## src/design/pfk_pkg.sv

```systemverilog
// ----------------------------------------------------------------------------
// pfk_pkg: shared types, constants and helpers for the key square block
// Letter codes, item kinds, controller/datapath interface structs and the
// position arithmetic of the 5x5 square.
// ----------------------------------------------------------------------------
package pfk_pkg;

    // letter codes, 0 = a
    localparam logic [4:0] LET_I = 5'd8;
    localparam logic [4:0] LET_J = 5'd9;
    localparam logic [4:0] LET_X = 5'd23;

    // square geometry
    localparam int         NUM_CELLS   = 25;
    localparam int         NUM_LETTERS = 26;
    localparam logic [4:0] CELLS       = 5'd25;
    localparam logic [4:0] ALPHA       = 5'd26;
    localparam logic [4:0] LAST_LETTER = 5'd25;
    localparam logic [2:0] SIDE_LAST   = 3'd4;

    // item kinds carried on tuser
    typedef enum logic [1:0] {
        FN_CLEAR   = 2'd0,
        FN_KEY     = 2'd1,
        FN_FINISH  = 2'd2,
        FN_ENCRYPT = 2'd3
    } func_t;

    // controller -> datapath
    typedef struct packed {
        logic clear;
        logic place_key;
        logic start_fill;
        logic fill_step;
        logic lookup;
        logic square_read;
        logic emit;
    } cmd_t;

    // datapath -> controller
    typedef struct packed {
        func_t func;
        logic  square_ready;
        logic  enc_ok;
        logic  fill_last;
        logic  out_free;
    } stat_t;

    // j shares the cell of i
    function automatic logic [4:0] fold_j(input logic [4:0] l);
        return (l == LET_J) ? LET_I : l;
    endfunction

    // row of a square position
    function automatic logic [2:0] pos_row(input logic [4:0] p);
        logic [2:0] r;
        if (p < 5'd5)
            r = 3'd0;
        else if (p < 5'd10)
            r = 3'd1;
        else if (p < 5'd15)
            r = 3'd2;
        else if (p < 5'd20)
            r = 3'd3;
        else
            r = 3'd4;
        return r;
    endfunction

    // position from row and column: row * 5 + col
    function automatic logic [4:0] cell_addr(input logic [2:0] r, input logic [2:0] c);
        logic [4:0] s;
        s = {r, 2'b00} + {2'b00, r} + {2'b00, c};
        return s;
    endfunction

    // column of a square position
    function automatic logic [2:0] pos_col(input logic [4:0] p);
        logic [4:0] d;
        d = p - cell_addr(pos_row(p), 3'd0);
        return d[2:0];
    endfunction

    // next row or column with wrap
    function automatic logic [2:0] next_idx(input logic [2:0] x);
        return (x == SIDE_LAST) ? 3'd0 : x + 3'd1;
    endfunction

endpackage

```

## src/design/playfair_key_square_and_encrypt.sv

```systemverilog
// ----------------------------------------------------------------------------
// playfair_key_square_and_encrypt: Playfair key square builder and encryptor
// Builds a 5x5 key square from keyword letters and encrypts letter pairs.
//
//  channel | dir | tdata                                   | tuser
//  s_      | in  | letter_a[4:0] letter_b[9:5] b_present[10] | func[1:0]
//  m_      | out | cipher_a[4:0] cipher_b[9:5]              | -
//
// Clear and key letter items finish in their accepting cycle; finish walks
// the letters a..z after it unless the square is ready; encrypt runs through
// two registered memory reads (position lookup, square lookup) and then emits.
// A result waits in the output register; the next item is still accepted,
// and an encrypt stalls in its emit state while that register is full and unread.
// Reset clears the used flags, fill count and ready flag; no clearing pass.
// ----------------------------------------------------------------------------
module playfair_key_square_and_encrypt (
    input  logic        clk,
    input  logic        rst_n,
    input  logic        s_tvalid,
    output logic        s_tready,
    input  logic [15:0] s_tdata,   // letter_a[4:0], letter_b[9:5], b_present[10]
    input  logic [1:0]  s_tuser,   // func[1:0]
    output logic        m_tvalid,
    input  logic        m_tready,
    output logic [15:0] m_tdata    // cipher_a[4:0], cipher_b[9:5]
);
    import pfk_pkg::*;

    cmd_t  cmd;
    stat_t stat;

    pfk_ctrl u_ctrl (
        .clk      (clk),
        .rst_n    (rst_n),
        .s_tvalid (s_tvalid),
        .s_tready (s_tready),
        .stat     (stat),
        .cmd      (cmd)
    );

    pfk_dp u_dp (
        .clk      (clk),
        .rst_n    (rst_n),
        .s_tuser  (s_tuser),
        .s_tdata  (s_tdata),
        .m_tready (m_tready),
        .m_tvalid (m_tvalid),
        .m_tdata  (m_tdata),
        .cmd      (cmd),
        .stat     (stat)
    );

endmodule

```

## src/design/pfk_ctrl.sv

```systemverilog
// ----------------------------------------------------------------------------
// pfk_ctrl: sequencing state machine
// Accepts one item at a time, runs the finish walk and the encrypt lookups.
// ----------------------------------------------------------------------------
module pfk_ctrl (
    input  logic           clk,
    input  logic           rst_n,
    input  logic           s_tvalid,
    output logic           s_tready,
    input  pfk_pkg::stat_t stat,
    output pfk_pkg::cmd_t  cmd
);
    import pfk_pkg::*;

    typedef enum logic [3:0] {
        ST_IDLE   = 4'b0001,
        ST_FILL   = 4'b0010,
        ST_LOOKUP = 4'b0100,
        ST_EMIT   = 4'b1000
    } state_t;

    state_t state_reg;
    state_t state_next;

    assign s_tready = (state_reg == ST_IDLE);

    // next state and commands
    always_comb
    begin
        cmd        = '0;
        state_next = state_reg;
        case (state_reg)
            ST_IDLE:
            begin
                if (s_tvalid)
                begin
                    case (stat.func)
                        FN_CLEAR:   cmd.clear = 1'b1;
                        FN_KEY:     cmd.place_key = 1'b1;
                        FN_FINISH:
                        begin
                            if (!stat.square_ready)
                            begin
                                cmd.start_fill = 1'b1;
                                state_next     = ST_FILL;
                            end
                        end
                        FN_ENCRYPT:
                        begin
                            if (stat.enc_ok)
                            begin
                                cmd.lookup = 1'b1;
                                state_next = ST_LOOKUP;
                            end
                        end
                        default: ;
                    endcase
                end
            end
            ST_FILL:
            begin
                cmd.fill_step = 1'b1;
                if (stat.fill_last)
                    state_next = ST_IDLE;
            end
            ST_LOOKUP:
            begin
                cmd.square_read = 1'b1;
                state_next      = ST_EMIT;
            end
            ST_EMIT:
            begin
                if (stat.out_free)
                begin
                    cmd.emit   = 1'b1;
                    state_next = ST_IDLE;
                end
            end
            default: state_next = ST_IDLE;
        endcase
    end

    // state register
    always_ff @(posedge clk or negedge rst_n)
    begin
        if (!rst_n)
            state_reg <= ST_IDLE;
        else
            state_reg <= state_next;
    end

endmodule

```

## src/design/pfk_dp.sv

```systemverilog
// ----------------------------------------------------------------------------
// pfk_dp: key square datapath
// Square and letter position memories, used flags, fill counter, finish
// walk counter, encrypt geometry and the output register.
// ----------------------------------------------------------------------------
module pfk_dp (
    input  logic           clk,
    input  logic           rst_n,
    input  logic [1:0]     s_tuser,
    input  logic [15:0]    s_tdata,
    input  logic           m_tready,
    output logic           m_tvalid,
    output logic [15:0]    m_tdata,
    input  pfk_pkg::cmd_t  cmd,
    output pfk_pkg::stat_t stat
);
    import pfk_pkg::*;

    // memories
    logic [4:0] key_square   [NUM_CELLS];
    logic [4:0] letter_place [NUM_LETTERS];

    // control state
    logic [NUM_LETTERS-1:0] used_reg, used_next;
    logic [4:0]             fill_reg, fill_next;
    logic                   ready_reg, ready_next;
    logic [4:0]             walk_reg, walk_next;
    logic                   out_valid_reg, out_valid_next;

    // payload registers
    logic [4:0] pa_reg, pb_reg;
    logic [4:0] ka_reg, kb_reg;
    logic [4:0] cipher_a_reg, cipher_b_reg;

    // input decode
    logic [4:0] la_in, lb_in, la_f, lb_t, lb_f;
    logic       bp_in;
    logic [4:0] pl_letter;
    logic       pl_try, pl_en;

    // geometry
    logic [2:0] ra, ca, rb, cb;
    logic [4:0] addr_a, addr_b;

    // fold and pad the incoming pair
    always_comb
    begin
        la_in = s_tdata[4:0];
        lb_in = s_tdata[9:5];
        bp_in = s_tdata[10];
        la_f  = fold_j(la_in);
        lb_t  = bp_in ? fold_j(lb_in) : LET_X;
        lb_f  = (lb_t == la_f) ? LET_X : lb_t;
    end

    // status to the controller
    always_comb
    begin
        stat.func         = func_t'(s_tuser);
        stat.square_ready = ready_reg;
        stat.enc_ok       = ready_reg && (la_in < ALPHA) && (!bp_in || (lb_in < ALPHA));
        stat.fill_last    = (walk_reg == LAST_LETTER);
        stat.out_free     = !out_valid_reg || m_tready;
    end

    // letter placement, from a key item or the finish walk
    always_comb
    begin
        if (cmd.fill_step)
        begin
            pl_letter = walk_reg;
            pl_try    = (walk_reg != LET_J);
        end
        else
        begin
            pl_letter = la_f;
            pl_try    = cmd.place_key && !ready_reg && (la_in < ALPHA);
        end
        pl_en = pl_try && (fill_reg < CELLS) && !used_reg[pl_letter];
    end

    // control state next values
    always_comb
    begin
        used_next      = used_reg;
        fill_next      = fill_reg;
        ready_next     = ready_reg;
        walk_next      = walk_reg;
        out_valid_next = out_valid_reg;
        if (cmd.clear)
        begin
            used_next  = '0;
            fill_next  = '0;
            ready_next = 1'b0;
        end
        if (pl_en)
        begin
            used_next[pl_letter] = 1'b1;
            fill_next            = fill_reg + 5'd1;
        end
        if (cmd.start_fill)
            walk_next = '0;
        if (cmd.fill_step)
        begin
            walk_next = walk_reg + 5'd1;
            if (walk_reg == LAST_LETTER)
                ready_next = 1'b1;
        end
        if (cmd.emit)
            out_valid_next = 1'b1;
        else if (m_tready)
            out_valid_next = 1'b0;
    end

    always_ff @(posedge clk or negedge rst_n)
    begin
        if (!rst_n)
        begin
            used_reg      <= '0;
            fill_reg      <= '0;
            ready_reg     <= 1'b0;
            walk_reg      <= '0;
            out_valid_reg <= 1'b0;
        end
        else
        begin
            used_reg      <= used_next;
            fill_reg      <= fill_next;
            ready_reg     <= ready_next;
            walk_reg      <= walk_next;
            out_valid_reg <= out_valid_next;
        end
    end

    // Playfair rules on the looked-up positions
    always_comb
    begin
        ra = pos_row(pa_reg);
        ca = pos_col(pa_reg);
        rb = pos_row(pb_reg);
        cb = pos_col(pb_reg);
        if (ra == rb)
        begin
            addr_a = cell_addr(ra, next_idx(ca));
            addr_b = cell_addr(rb, next_idx(cb));
        end
        else if (ca == cb)
        begin
            addr_a = cell_addr(next_idx(ra), ca);
            addr_b = cell_addr(next_idx(rb), cb);
        end
        else
        begin
            addr_a = cell_addr(ra, cb);
            addr_b = cell_addr(rb, ca);
        end
    end

    // memories with registered reads, and the output register
    always_ff @(posedge clk)
    begin
        if (pl_en)
        begin
            key_square[fill_reg]    <= pl_letter;
            letter_place[pl_letter] <= fill_reg;
        end
        if (cmd.lookup)
        begin
            pa_reg <= letter_place[la_f];
            pb_reg <= letter_place[lb_f];
        end
        if (cmd.square_read)
        begin
            ka_reg <= key_square[addr_a];
            kb_reg <= key_square[addr_b];
        end
        if (cmd.emit)
        begin
            cipher_a_reg <= ka_reg;
            cipher_b_reg <= kb_reg;
        end
    end

    assign m_tvalid = out_valid_reg;
    assign m_tdata  = {6'd0, cipher_b_reg, cipher_a_reg};

endmodule
```

## config.mk

```make
export PLATFORM = sky130hd
export DESIGN_NAME = playfair_key_square_and_encrypt
export DESIGN_NICKNAME = d
export VERILOG_FILES = /design/src/design/pfk_pkg.sv /design/src/design/playfair_key_square_and_encrypt.sv /design/src/design/pfk_ctrl.sv /design/src/design/pfk_dp.sv
export SDC_FILE = /design/constraint.sdc
export NUM_CORES = 1
export LEC_CHECK = 0
export BUFFER_PORTS_ARGS = -buffer_cell sky130_fd_sc_hd__buf_2
export CAP_MARGIN = 20
export CORE_MARGIN = 4
export CORE_UTILIZATION = 60
export CTS_CLUSTER_DIAMETER = 100
export CTS_CLUSTER_SIZE = 25
export DETAILED_ROUTE_END_ITERATION = 16
export PLACE_DENSITY = 0.8
export SLEW_MARGIN = 40
export SYNTH_ARGS = -nofsm -noshare
export SYNTH_HDL_FRONTEND = slang
export SYNTH_SLANG_ARGS = --single-unit
```

## constraint.sdc

```tcl
create_clock -name clk -period 5.3 [get_ports clk]
set_input_delay 0.795 -clock clk [delete_from_list [all_inputs] [get_ports clk]]
set_output_delay 0.795 -clock clk [all_outputs]
set_load 0.01 [all_outputs]
```

==> impl_metrics.csv, run 1 <==
group,metric,value,unit
synthesis,async_flop_share,12.8,%
detailed_routing,routed_wl,43100,um
place,dp_slack,192,ps
synthesis,synth-xor-area-share,1.88,%
power,power_density,290,nW/um^2
sta,fin_ws,212,ps
synthesis,synth.avg_cell_area,12.3,um^2
floorplanning,rows,62,
sta,fin_crit,5090,ps
floorplanning,dieArea,32100,um^2
global_routing,grtUsageTotal,27.0,%
place,gp_congestion,0.941,
global_routing,gr-total-overflow,0,
power,peakVddDrop,0.000298,V
job,maxCapViolCount,0,
final_layout,final_nets,1535,
critical_path,worstRegToRegCells,19,
sta,tightest_slew,859,ps
global_routing,grt_pass1_wl,67500,um
detailed_routing,post_drt_wl_per_cell,23.1,um
sta,relSlewSlack,42.7,%
sta,hold_viol_final,0,
place,port_buffers,28,
synthesis,synth.distinct_cells,89,
detailed_routing,drt.antenna.violating_nets,0,
critical_path,rrSetupSlack,210,ps
critical_path,worst-path-max-fanout,8,
synthesis,synth_top_family_by_area,"multiplexers",
place,placedCellCount,1831,
detailed_routing,drt_iter0_markers,1427,
critical_path,worstReg2RegEnd,"u_dp.kb_reg[0]",
global_routing,grt_max_degree,54,
final_layout,syn_to_final_growth,7.73,%
sta,rsz0062_at_grt,"no",
final_layout,largest_reg_flops,130,
synthesis,synthCells,1433,
critical_path,start_kind,"flop",
worst_hold_path,hold_path_class,"in -> async",
sta,finalSetupViolCount,0,
sta,setup_tns,0,ps
critical_path,crit_path_end_kind,"flop",
sta,finClkSkew,39.0,ps
synthesis,synth-compound-area-share,13.0,%
critical_path,arrival,5350,ps
final_layout,finalNonFillerCells,1865,
clock_network,cts_made_buffers,17,
sta,fmax,197,MHz
sta,drv_slew,0,
synthesis,synth-edff-count,285,
final_layout,final_cell_mix,"285 x edfxtp_1, 181 x nand2_1, 90 x a21oi_1",
clock_network,htree_levels,1,
detailed_routing,drc,0,
synthesis,synthAdderAreaFrac,3.65,%
critical_path,path_class,"reg -> reg",
final_layout,drive_gt1_share,17.6,%
synthesis,syn-cell-area,17600,um^2
floorplanning,core-area,28900,um^2
synthesis,synth_ff_type,"edfxtp_1",
synthesis,yosys_warnings,0,
floorplanning,fp.dieW,179,um
floorplanning,die_height,179,um
synthesis,yosys.area_share.simple,10.3,%
clock_network,cts_tree,"built",
detailed_routing,drt_pass1_iterations,8,
detailed_routing,vias,12400,
floorplanning,start_util,61.0,%
critical_path,cp.required,5560,ps
final_layout,final_common_cell,"edfxtp_1",
power,total_leakage_power,6.84,nW
clock_network,insertion_delay,540,ps
synthesis,yosysSeqAreaShare,54.6,%
synthesis,muxShareOfSynthArea,13.2,%
global_routing,antenna_found_initial,0,
critical_path,reg2reg_from,"u_dp.pb_reg[0]",
place,dpl.hpwl,29600,um
outcome,status,"finished clean",
sta,post-route-period-util,96.0,%
clock_network,clk_pin_slew,100,ps
clock_network,cts.path.max_buffers,3,
detailed_routing,avgViaCountPerCell,6.66,
final_layout,n_antenna_cell,0,
clock_network,clock_tree.root_cell,"clkbuf_16",
global_routing,grt_pass1_vias,12500,
synthesis,synth_seq_cells,327,
clock_network,cts.sinks,327,
floorplanning,ios,40,
==> cell usage after synthesis, types with 7 or more instances <==
cell	number	area (um^2)
a211oi_1	12	90.1
a21oi_1	99	495
a22oi_1	22	165
a31oi_1	14	87.6
and2_1	8	50.1
buf_2	19	95.1
buf_4	14	105
buf_6	7	78.8
clkbuf_1	39	146
dfrtp_1	41	1030
edfxtp_1	285	8560
fa_1	10	200
ha_1	33	413
inv_1	35	131
mux2_1	10	113
mux2_2	43	484
mux2i_1	85	851
mux4_2	38	856
nand2_1	182	683
nand3_1	45	225
nand4_1	8	50.1
nor2_1	77	289
nor2b_1	14	87.6
nor3_1	11	55.1
o21ai_0	38	190
o21ai_1	21	105
o221ai_1	16	140
o22a_1	15	131
o22ai_1	16	100
o31ai_1	8	60.1
or3_1	8	50.1
xnor2_1	19	166
xor2_1	10	87.6
==> per-layer routing <==
metal  part of all wire (%)  routed length [um]  up-vias  global-route usage, %
li1                       -                   -     5524                      -
met4                    4.6                2000        0                   11.8
met3                    8.5                3650      139                   3.44
met2                     49               20900      707                   45.0
met1                     38               16500     6056                   35.9
met5                      0                   0        -                      0
==> worst max path at each step <==
stage                      to  depth (start not counted)            from
2_1_floorplan  u_dp.kb_reg[0]                         19  u_dp.pb_reg[2]
6_report       u_dp.kb_reg[0]                         19  u_dp.pb_reg[0]
3_5_place_dp   u_dp.ka_reg[1]                         21  u_dp.pa_reg[2]
4_1_cts        u_dp.ka_reg[1]                         21  u_dp.pa_reg[2]
3_3_place_gp   u_dp.ka_reg[3]                         18  u_dp.pa_reg[2]
5_1_grt        u_dp.ka_reg[1]                         21  u_dp.pa_reg[3]
==> area by class of cell <==
| cell class | count | area, um^2 |
|---|---|---|
| Inverter | 40 | 150 |
| Multi-Input combinational cell | 986 | 7520 |
| Timing Repair Buffer | 98 | 693 |
| Tap cell | 384 | 480 |
| Clock inverter | 2 | 38.8 |
| Sequential cell | 327 | 9610 |
| Fill cell | 2110 | 9900 |
| Clock buffer | 28 | 467 |
==> per-stage QoR <==
| step | total power, W | utilization [%] | hold WS (ps) | area [um^2] |
|---|---|---|---|---|
| after floorplan | 0.00376 | - | 400 | 17600 |
| after global placement | 0.00405 | 63.6 | 405 | 18400 |
| after detailed placement | 0.00409 | 63.7 | 407 | 18400 |
| after CTS | 0.00547 | 65.5 | 242 | 18900 |
| after global routing | 0.00569 | 65.7 | 257 | 19000 |
| final | 0.00549 | 65.7 | 232 | 19000 |
==> power breakdown <==
part | internal, W | switching (W) | total, W
sequential | 0.00299 | 0.000137 | 0.00312
clock | 0.000625 | 0.000809 | 0.00143
combinational | 0.000335 | 0.000600 | 0.000934
total | 0.00395 | 0.00154 | 0.00549
==> critical path: stages, from the launching register on <==
cell and delay [ps]:
edfxtp_1 470, nand2b_1 210, a211oi_2 300, o21ai_4 80, ha_1 200, fa_1 400, xor3_2 410, inv_2 160
fa_1 440, inv_1 110, ha_1 230, a21o_1 160, a21oi_1 180, xnor2_1 170, nand2_1 80, o211ai_1 110
o21a_1 230, or3b_2 540, a21oi_1 250, a211oi_2 70
==> logic make-up (layout without fill, tap and decap cells) <==
| logic type | count (synthesis) | after routing |
|---|---|---|
| fa+ha+maj | 46 | 46 |
| simple gates | 391 | 391 |
| other cells | 1 | 6 |
| buf+inv | 125 | 168 |
| compound gates | 334 | 334 |
| flops | 327 | 327 |
| mux | 177 | 177 |
| xor+xnor | 32 | 32 |
==> what timing repair did <==
action / CTS / global route
resized for setup: 0 / 12
buffers inserted: 0 / 4
hold buffers: 0 / 0
endpoints found under the setup margin: 0 / 10
Power figures use the tool's default switching activity.
==> run 2, diff against run 1 <==
HOLD_SLACK_MARGIN = 0.12   (was not set)
SYNTH_HIERARCHICAL = 1   (was not set)
==> run 2 against run 1 <==
Combinational power fell by 40%. Largest power group unchanged. Cell area shrank 0.75%. Clock power is essentially flat. Flip-flop and latch count unchanged. Register-to-register slack about the same. Worst setup slack gained 8.2 ps. Sequential share of layout area grew 0.39 points.
==> impl_metrics.csv, run 2 <==
group,metric,value,unit
global_routing,grt_max_degree,43,
floorplanning,start_util,61.5,%
global_routing,antenna_found_initial,0,
sta,finClkSkew,33.5,ps
sta,setup_tns,0,ps
power,total_leakage_power,6.66,nW
critical_path,cp.required,5550,ps
sta,post-route-period-util,95.9,%
place,gp_congestion,0.951,
synthesis,yosys-top-cells-area,"edfxtp_1 49%, mux4_2 9.9%, dfrtp_1 5.9%, mux2i_1 3.7%, nand2_1 2.9%",
clock_network,clk_pin_slew,100,ps
critical_path,arrival,5330,ps
clock_network,cts_tree,"built",
synthesis,synth.distinct_cells,79,
global_routing,gr-total-overflow,0,
final_layout,final_common_cell,"edfxtp_1",
synthesis,async_flop_share,12.8,%
place,port_buffers,28,
synthesis,yosys_warnings,6,
sta,fin_ws,220,ps
place,dpl.hpwl,30000,um
global_routing,grt_pass1_vias,11800,
synthesis,syn-cell-area,17300,um^2
detailed_routing,post_drt_wl_per_cell,24.5,um
synthesis,yosysSeqAreaShare,55.4,%
floorplanning,core-area,28200,um^2
synthesis,synthTopCellsByCount,"285 x edfxtp_1, 134 x nand2_1, 76 x mux4_2",
synthesis,synth.avg_cell_area,13.2,um^2
detailed_routing,drt.antenna.violating_nets,0,
detailed_routing,drt_pass1_iterations,5,
final_layout,n_antenna_cell,0,
detailed_routing,routed_wl,42800,um
floorplanning,die_height,178,um
critical_path,start_kind,"flop",
synthesis,synth_seq_cells,327,
final_layout,final_cell_mix,"285 x edfxtp_1, 128 x nand2_1, 76 x mux4_2",
synthesis,yosysMostFrequentCell,"edfxtp_1",
detailed_routing,drc,0,
clock_network,cts.path.max_buffers,3,
synthesis,synth-edff-count,285,
sta,tightest_slew,765,ps
clock_network,cts.sinks,327,
global_routing,grtUsageTotal,27.1,%
detailed_routing,avgViaCountPerCell,6.74,
final_layout,syn_to_final_growth,8.56,%
detailed_routing,vias,11800,
floorplanning,fp.dieW,178,um
clock_network,insertion_delay,530,ps
outcome,status,"finished clean",
clock_network,htree_levels,1,
sta,rsz0062_at_grt,"no",
place,dp_slack,178,ps
sta,finalSetupViolCount,0,
sta,fmax,197,MHz
power,peakVddDrop,0.000290,V
sta,relSlewSlack,48.3,%
clock_network,hold_buffers,0,
floorplanning,ios,40,
critical_path,path_class,"reg -> reg",
clock_network,cts_made_buffers,17,
critical_path,worst-path-max-fanout,31,
synthesis,synth_ff_type,"edfxtp_1",
detailed_routing,drt_iter0_markers,1299,
final_layout,largest_reg_flops,130,
critical_path,rrSetupSlack,220,ps
synthesis,synthCells,1313,
final_layout,drive_gt1_share,19.5,%
sta,drv_slew,0,
floorplanning,rows,61,
sta,fin_crit,5080,ps
critical_path,crit_path_end_kind,"flop",
synthesis,yosysTopAreaCell,"edfxtp_1",
sta,hold_viol_final,0,
final_layout,final_nets,1428,
worst_hold_path,hold_path_class,"in -> async",
floorplanning,dieArea,31700,um^2
power,power_density,269,nW/um^2
global_routing,grt_pass1_wl,66200,um
synthesis,yosysTopAreaCellShare,49.4,%
clock_network,clock_tree.root_cell,"clkbuf_16",
job,maxCapViolCount,0,
-- run 2: cell count changes after synthesis, moves of 15 or more --
cell and change:
a21oi_1 -50, nand2_1 -48, mux4_2 +38, mux2i_1 -21
a21o_1 +20, nor3_1 +20, o21ai_1 -18, a22oi_1 -15
-- run 2: timing repair --
item / 4_1_cts / 5_1_grt
gates resized for setup: 0 / 15
buffers inserted: 0 / 4
endpoints found under the setup margin: 0 / 293
hold endpoints to repair: 0 / 0
-- run 2: critical path: stages (launching register included) --
cell	delay, ps
edfxtp_1	440
o21bai_1	180
a21boi_0	270
o31ai_1	140
inv_1	120
ha_1	160
inv_1	50
fa_1	360
xnor3_1	450
buf_4	210
xnor2_1	260
nand2_1	210
mux2i_1	230
o21ai_0	160
nand2_2	170
buf_12	230
mux2_2	390
o22ai_1	270
o31ai_1	140
or3_1	320
-- run 2: logic make-up after synthesis --
group,count (synthesis),synth area share (%)
adders and majority gates,51,4.07
DFF,327,55.4
buffers and inverters,124,3.17
AOI/OAI and AO/OA,254,10.2
muxes,170,15.5
other,1,0.0216
xor gates and xnor gates,31,1.73
and+or+nand+nor,355,9.81
-- run 2: path summary, 6_finish.rpt --
kind,start,end,cells after the start
min reg2reg,u_dp/kb_reg[2],u_dp/cipher_b_reg[2],0
min,rst_n,u_dp/used_reg[16],1
min in group clk,u_dp/kb_reg[2],u_dp/cipher_b_reg[2],0
max reg2reg,u_dp/pa_reg[3],u_dp/kb_reg[2],19
max,u_dp/pa_reg[3],u_dp/kb_reg[2],19
max in group asynchronous,rst_n,u_dp/fill_reg[4],1
-- run 2: power breakdown --
part | switching [W] | internal [W]
Sequential | 0.000119 | 0.00295
Combinational | 0.000364 | 0.000200
Clock | 0.000798 | 0.000625
-- run 2: through the flow --
stage	instances	cell area [um^2]	hold slack [ps]	util [%]	total power (W)
floorplan	1318	17400	400	-	0.00346
global placement	1711	18200	402	64.6	0.00364
detailed placement	1711	18200	410	64.7	0.00367
CTS	1741	18700	251	66.5	0.00506
global route	1747	18800	278	66.8	0.00524
finish	1747	18800	240	66.8	0.00506
-- run 2: routing by layer --
metal | GRT usage, % | wire length, um | vias up
met3 | 2.82 | 3160 | 116
met1 | 36.8 | 16400 | 5809
met2 | 46.0 | 21400 | 666
met4 | 9.57 | 1810 | 0
li1 | - | - | 5182
met5 | 0 | 0 | -
-- run 2: cell type report --
| class | instances | area (um^2) |
|---|---|---|
| flip-flops and latches | 327 | 9610 |
| clock inverters | 2 | 38.8 |
| clock buffers | 28 | 467 |
| fillers | 1926 | 9350 |
| repair buffers | 101 | 728 |
| repair inverters | 1 | 5.00 |
| multi-input cells | 867 | 7330 |
| inverters | 43 | 165 |
| well taps | 378 | 473 |
